--- config.mk ---
export PLATFORM = sky130hd
export DESIGN_NAME = nbct_divider
export DESIGN_NICKNAME = d
export VERILOG_FILES = /design/src/design/nbct_pkg.sv /design/src/design/nbct_divider.sv
export SDC_FILE = /design/constraint.sdc
export NUM_CORES = 1
export LEC_CHECK = 0
export BUFFER_PORTS_ARGS = -buffer_cell sky130_fd_sc_hd__buf_2
export CAP_MARGIN = 0
export CORE_ASPECT_RATIO = 0.5
export CORE_MARGIN = 10
export CORE_UTILIZATION = 54
export DETAILED_ROUTE_END_ITERATION = 16
export PLACE_DENSITY_LB_ADDON = 0.1
export RECOVER_POWER = 50
export SYNTH_ARGS = -nofsm -noshare
export SYNTH_HDL_FRONTEND = slang
export SYNTH_SLANG_ARGS = --single-unit
--- constraint.sdc ---
create_clock -name clock -period 2.8 [get_ports clock]
set_clock_uncertainty 0.1 [all_clocks]
set_input_delay 0 -clock clock [delete_from_list [all_inputs] [get_ports clock]]
set_output_delay 0 -clock clock [all_outputs]
set_load 0.005 [all_outputs]
--- src/design/nbct_pkg.sv ---
package nbct_pkg;

   localparam int MAX_COLUMNS_DEF = 16;
   localparam int MAX_CLASSES_DEF = 8;
   localparam int MAX_VALUES_DEF  = 1024;
   localparam int COUNT_WIDTH_DEF = 32;

   localparam int KIND_W   = 2;
   localparam int SVAL_W   = 10;
   localparam int CLS_W    = 3;
   localparam int FEAT_W   = 4;
   localparam int PROB_W   = 17;
   localparam int RAW_W    = 32;
   localparam int STATUS_W = 2;

   localparam logic [KIND_W-1:0] KIND_SAMPLE = 2'd0;
   localparam logic [KIND_W-1:0] KIND_PRIOR  = 2'd1;
   localparam logic [KIND_W-1:0] KIND_COND   = 2'd2;
   localparam logic [KIND_W-1:0] KIND_CLEAR  = 2'd3;

   localparam logic [STATUS_W-1:0] ST_OK    = 2'd0;
   localparam logic [STATUS_W-1:0] ST_EMPTY = 2'd1;
   localparam logic [STATUS_W-1:0] ST_RANGE = 2'd2;

   localparam int CFG_COLUMNS = 0;
   localparam int CFG_CLASSES = 1;
   localparam int CFG_VALUES  = 2;

   localparam logic [4:0]  COLUMNS_RESET = 5'd16;
   localparam logic [3:0]  CLASSES_RESET = 4'd8;
   localparam logic [10:0] VALUES_RESET  = 11'd1000;

   localparam int Q_BITS = 16;

   // divider handshake between sequencer and divider
   typedef struct packed {
      logic        start;
      logic [31:0] num;
      logic [31:0] den;
   } div_req_type;

   typedef struct packed {
      logic        done;
      logic [PROB_W-1:0] quot;
   } div_rsp_type;

endpackage

--- src/design/nbct_divider.sv ---
// Restoring divider: floor(num * 2^16 / den), limited to 2^16, one bit a cycle.
module nbct_divider (
   input  logic                  clock,
   input  logic                  reset,
   input  nbct_pkg::div_req_type req,
   output nbct_pkg::div_rsp_type rsp
);
   localparam int NW = 32 + nbct_pkg::Q_BITS;

   logic [NW-1:0] num_ff, num_in;
   logic [32:0]   rem_ff, rem_in;
   logic [31:0]   den_ff, den_in;
   logic [NW-1:0] quo_ff, quo_in;
   logic [5:0]    cnt_ff, cnt_in;
   logic          busy_ff, busy_in;
   logic          done_ff, done_in;
   logic [32:0]   trial;
   logic [32:0]   diff;

   // shift one numerator bit into the remainder and try subtracting
   always_comb begin
      trial   = {rem_ff[31:0], num_ff[NW-1]};
      diff    = trial - {1'b0, den_ff};
      num_in  = num_ff;
      rem_in  = rem_ff;
      den_in  = den_ff;
      quo_in  = quo_ff;
      cnt_in  = cnt_ff;
      busy_in = busy_ff;
      done_in = 1'b0;
      if (req.start) begin
         num_in  = {req.num, {nbct_pkg::Q_BITS{1'b0}}};
         den_in  = req.den;
         rem_in  = '0;
         quo_in  = '0;
         cnt_in  = 6'(NW);
         busy_in = 1'b1;
      end else if (busy_ff) begin
         num_in = {num_ff[NW-2:0], 1'b0};
         if (!diff[32]) begin
            rem_in = diff;
            quo_in = {quo_ff[NW-2:0], 1'b1};
         end else begin
            rem_in = trial;
            quo_in = {quo_ff[NW-2:0], 1'b0};
         end
         cnt_in = cnt_ff - 6'd1;
         if (cnt_ff == 6'd1) begin
            busy_in = 1'b0;
            done_in = 1'b1;
         end
      end
   end

   always_ff @(posedge clock) begin
      num_ff <= num_in;
      rem_ff <= rem_in;
      den_ff <= den_in;
      quo_ff <= quo_in;
      cnt_ff <= cnt_in;
      if (reset) begin
         busy_ff <= 1'b0;
         done_ff <= 1'b0;
      end else begin
         busy_ff <= busy_in;
         done_ff <= done_in;
      end
   end

   // clamp to one
   assign rsp.done = done_ff;
   assign rsp.quot = (quo_ff > NW'(1 << nbct_pkg::Q_BITS)) ?
                     nbct_pkg::PROB_W'(1 << nbct_pkg::Q_BITS) :
                     quo_ff[nbct_pkg::PROB_W-1:0];

`ifndef ASSERT_OFF
   a_done_single: assert property (@(posedge clock) disable iff (reset)
      done_ff |=> !done_ff) else $error("divider done held");
   a_busy_start: assert property (@(posedge clock) disable iff (reset)
      req.start |=> busy_ff) else $error("divider did not start");
   a_quot_bound: assert property (@(posedge clock) disable iff (reset)
      done_ff |-> rsp.quot <= nbct_pkg::PROB_W'(1 << nbct_pkg::Q_BITS))
      else $error("quotient over one");
`endif
endmodule

Word level (Yosys, flattened, before mapping)
Cells that the tools add are included.
{ "classes": {"n_reduce_logical": 2, "muxes": 9, "n_addsub": 2, "bitwise": 1, "order_cmp": 1, "eq_ne": 1} }
{ "ops": {"columns": ["cell", "count"], "rows": [
  ["48-bit two-way mux", 2],
  ["48-bit by 17-bit greater-than comparator with 1-bit output, second input constant", 1],
  ["33-bit by 32-bit subtractor with 33-bit output", 1],
  ["32-bit two-way mux", 1],
  ["17-bit two-way mux", 1],
  ["6-bit by 1-bit == test with 1-bit output, second input constant", 1],
  ["6-bit by 1-bit subtractor with 6-bit output, second input constant", 1],
  ["1-bit two-way mux", 5],
  ["3-bit OR reduction", 1],
  ["2-bit nonzero test", 1],
  ["1-bit inverter", 1]
]} }
{ "word_totals": {"register_bits": 152, "input_bits": 67, "out_inout_bits": 18} }

Logic depth before layout (Yosys ltp)
{ "depth": {"word_depth": 4, "ltp_mapped": 13} }

Worst setup path after synthesis
No wires, ideal clock.
{ "synth_path": {"kind": "reg-to-reg", "start": "register num_ff[47]", "end": "register rem_ff[9]", "setup_ns": 0.089, "synth_period_minus_slack_ns": 3.015, "setup_slack_ns": -0.215, "arrival_ns": 2.827, "path_stages_with_launch": 14, "t_required_ns": 2.611, "cell_sequence": "edfxtp_1 inv_1 ha_1 fa_1 nand2b_1 a21o_1 a2111oi_4 o31a_4 a31oi_4 xnor2_1 buf_4 buf_4 nand2_1 a311oi_2"} }
{ "synth_via": {"elab_chain_len": 2} }
{ "synth_lines": {"columns": ["item", "line", "text"], "rows": [
  ["from (decl)", "nbct_divider.sv:10", "logic [NW-1:0] num_ff, num_in;"],
  ["from (signal assigned)", "nbct_divider.sv:56", "num_ff <= num_in;"],
  ["33-bit by 32-bit subtractor with 33-bit output", "nbct_divider.sv:23", "diff = trial - {1'b0, den_ff};"],
  ["32-bit two-way mux", "nbct_divider.sv:40", "if (!diff[32]) begin"],
  ["to (signal assigned)", "nbct_divider.sv:57", "rem_ff <= rem_in;"],
  ["to (decl)", "nbct_divider.sv:11", "logic [32:0] rem_ff, rem_in;"]
]} }
Every way passes these cells.
A chain may end at the register's enable or synchronous reset.

Worst setup path after layout
{ "layout_path": {"start": "register den_ff[17]", "end": "register rem_ff[9]"} }
{ "layout_via": {"elab_chain_len": 2} }
{ "layout_lines": {"columns": ["item", "line", "text"], "rows": [
  ["from (decl)", "nbct_divider.sv:12", "logic [31:0] den_ff, den_in;"],
  ["from (signal assigned)", "nbct_divider.sv:58", "den_ff <= den_in;"],
  ["33-bit by 32-bit subtractor with 33-bit output", "nbct_divider.sv:23", null],
  ["32-bit two-way mux", "nbct_divider.sv:40", null]
]} }
Every way passes these cells.

==> flow_metrics.py <==
metrics = {
    "clocking": {
        "clk_path_buf_depth": 2,
        "cts_root_buffer": "clkbuf_16",
        "clk_pin_slew_ns": 0.07,
        "numCtsBuffers": 17,
        "cts_tree": "yes",
        "cts.sinks": 152,
        "h-tree-depth": 4,
        "clock_latency_ns": 0.42,
    },
    "synth": {
        "synthFlopType": "dfxtp_1",
        "synthTopCellsByArea": "edfxtp_1, dfxtp_1, mux2i_1, ha_1, nor2_1",
        "async_flop_share_pct": 0,
        "synth_top_family_by_area": "simple AND/OR/NAND/NOR gates",
        "synth_top_area_cell": "edfxtp_1",
        "netlist-cell-type-count": 65,
        "synth-edff-count": 64,
        "synthSimpleGateAreaFrac_pct": 14.66,
        "syn_inst": 776,
        "synth_compound_area_share_pct": 14.61,
        "ys_ff_latch": 152,
        "synthAdderAreaFrac_pct": 5.594,
        "seq_area_frac_synth_pct": 46.26,
        "synth_xor_area_share_pct": 3.206,
        "synth_fp_nets": 878,
        "synth.avg_cell_area_sq_um": 10.26,
        "yosysWarningCount": 0,
        "syn-cell-area_sq_um": 7963,
        "yosysTopAreaCellShare_pct": 24.14,
        "synth_mux_area_share_pct": 11.55,
    },
    "min_path": {
        "holdPathEnd": "den_ff[4]$_DFFE_PP_",
        "min_path_cells": 2,
        "hold_start": "req[4]",
        "hp-class": "in2reg",
    },
    "sta": {
        "slew_headroom_pct": 29.24,
        "worst_pin_slew_ns": 1.061,
        "period_needed_ns": 3.117,
        "max_freq_ghz": 0.3209,
        "setup_ws_ns": -0.3165,
        "post-route-period-util_pct": 111.3,
        "slew_viol_final": 0,
        "tns_ns": -8.130,
        "timing.final.hold_violations": 0,
        "rsz0062_at_grt": "yes",
        "setup_viol": 33,
    },
    "place": {
        "place_ws_ns": -0.3071,
        "placed_area_sq_um": 9289,
        "gp_congestion": 0.8920,
        "place_hpwl_mm": 13.17,
        "port_buffers": 84,
    },
    "critical_path": {
        "worstSetupEndpointType": "flop",
        "worstPathMaxFanout": 6,
        "crit_chain": "inv_1, ha_4, a211oi_4, o21ai_2, or3_1, o31a_4, a31oi_4, buf_6, xnor2_4, buf_6, buf_8, nand2_2, a311oi_2",
        "reg2reg_slack_ns": -0.32,
        "path_common_cell": "buf_6",
        "crit_arrival_ns": 3.35,
        "timing.rr.end": "rem_ff[9]$_SDFFE_PP0P_",
        "critical_path.slowest_cell": "or3_1",
        "slowest_delay_ns": 0.39,
        "r2r_start": "den_ff[17]$_DFFE_PP_",
        "reg2reg_depth": 13,
        "criticalPathCategory": "reg2reg",
        "start_kind": "flop",
        "cp_data_required_time_ns": 3.03,
    },
    "final_layout": {
        "final_util_pct": 75.03,
        "fin_area_sq_um": 10860,
        "fillers": 1041,
        "antenna_cells": 0,
        "final_nets": 1123,
        "drive_gt1_share_pct": 31.24,
        "final_cell_mix": "buf_4, nor2_1, dfxtp_1",
        "area_growth_pct": 36.33,
        "final_common_cell": "buf_4",
    },
    "route": {
        "drc": 0,
        "vias": 6621,
        "via_per_inst": 5.374,
        "initialDrtViolationCount": 348,
        "drtPass1Iterations": 5,
        "postRouteAntennaNets": 0,
        "routed_wl_mm": 19.95,
        "wl_per_cell_microns": 16.19,
    },
    "global_routing": {
        "grt_pass1_wl_mm": 33.33,
        "grt_max_degree": 45,
        "antenna_found_initial": 0,
        "grt-ovfl-total": 0,
        "grt_usage_pct": 19.92,
        "grt_pass1_vias": 6809,
    },
    "floorplan": {
        "die_w_microns": 191.7,
        "die_h_microns": 105.9,
        "placementRows": 31,
        "start_util_pct": 55.04,
        "core_sq_um": 14470,
        "die_area_sq_um": 20300,
        "top_level_ports": 85,
    },
    "power": {
        "ir_worst_vdd_mv": 0.4165,
        "power_mw": 6.052,
        "p_per_area_nw_per_um2": 557.5,
        "cellLeakagePower_nw": 4.777,
    },
    "run_status": {
        "failed_checks": "negative setup slack",
        "status": "finished with violations",
    },
    "run": {
        "max_cap_violations": 0,
    },
}
## final cells by class
class | instances | area [sq um] | area share (%)
Clock buffer | 18 | 439.2 | 4.046
Clock inverter | 14 | 152.6 | 1.406
Inverter | 41 | 153.9 | 1.418
Multi-Input combinational cell | 546 | 4174 | 38.45
Sequential cell | 152 | 3685 | 33.94
Tap cell | 198 | 247.7 | 2.282
Timing Repair Buffer | 263 | 2003 | 18.45
## how the worst max path moves through the flow
| stage | start | to | slack [ns] | depth (start not counted) |
|---|---|---|---|---|
| after global placement | num_ff[47]$_DFFE_PP_ | rem_ff[5]$_SDFFE_PP0P_ | -0.23 | 12 |
| after CTS | den_ff[0]$_DFFE_PP_ | rem_ff[9]$_SDFFE_PP0P_ | -0.29 | 13 |
| after global routing | den_ff[17]$_DFFE_PP_ | rem_ff[9]$_SDFFE_PP0P_ | -0.43 | 13 |
| after detailed placement | den_ff[0]$_DFFE_PP_ | rem_ff[5]$_SDFFE_PP0P_ | -0.31 | 11 |
| after floorplan | den_ff[0]$_DFFE_PP_ | rem_ff[5]$_SDFFE_PP0P_ | -0.13 | 10 |
| final | den_ff[17]$_DFFE_PP_ | rem_ff[9]$_SDFFE_PP0P_ | -0.32 | 13 |
## metal layers
layer	vias up	part of all wire [%]	track usage, %
li1	3300	-	-
met1	3181	46	24.55
met2	111	49	33.96
met3	29	3.4	4.638
met4	0	1.7	6.098
met5	-	0	0
## critical path, delay by kind of cell (launching register included)
family | cells | cell delay [ns]
buffers and inverters | 4 | 0.55
AND/OR/NAND/NOR | 2 | 0.44
AO/OA/AOI/OAI | 5 | 1.21
XOR/XNOR | 1 | 0.14
flip-flops | 1 | 0.37
adder cells (fa/ha/maj) | 1 | 0.21
## registers in the layout, summed over array words and instances, names as in the netlist
| name | count |
|---|---|
| num_ff | 32 |
| den_ff | 32 |
| rem_ff | 32 |
| cnt_ff | 6 |
| quo_ff | 48 |
| done_ff | 1 |
| busy_ff | 1 |
## report_power, final
part,switching [mW],total [mW],leakage (nW),internal (mW)
clock,1.08,2.30,0.292,1.22
sequential,0.0741,2.53,1.35,2.45
combinational,0.619,1.23,3.13,0.611
total,1.77,6.05,4.78,4.28
## cell usage after synthesis, types with 5 or more instances
library cell and n:
clkbuf_1 20, dfxtp_1 88, a21o_1 17, and2_1 19, a211oi_1 8, a311oi_1 6
inv_1 41, mux2_2 31, nand2_1 66, xnor2_1 17, nand3_1 7, o211ai_1 5
nor4_1 12, edfxtp_1 64, nand4_1 8, nor3_1 9, xor2_1 9, nand2b_1 6
a21oi_1 30, a311oi_2 15, buf_1 7, mux2i_1 57, nor2_1 98, ha_1 34
o21ai_0 18, o31ai_1 5
## kinds of logic after synthesis
logic type               Yosys count
buffers and inverters             78
adder cells (fa/ha/maj)           35
XOR/XNOR                          27
multiplexers                      88
AND/OR/NAND/NOR                  251
AO/OA/AOI/OAI                    145
flip-flops                       152
## repair_timing
item                                    CTS  global route
pin swaps                                22             9
cloned                                    2             0
setup buffers                             8             4
endpoints found under the setup margin   33            33
resized for setup                        47            17
hold endpoints to repair                 82             0
hold buffers                             66             0
## stage by stage
stage                     hold WS [ns]  instances
after global routing            0.1750       1232
final                           0.1737       1232
after global placement         0.07018       1122
after detailed placement       0.07698       1122
after floorplan               -0.02762        776
after CTS                       0.1694       1230
Note: power is estimated with default switching activity, not from simulation.
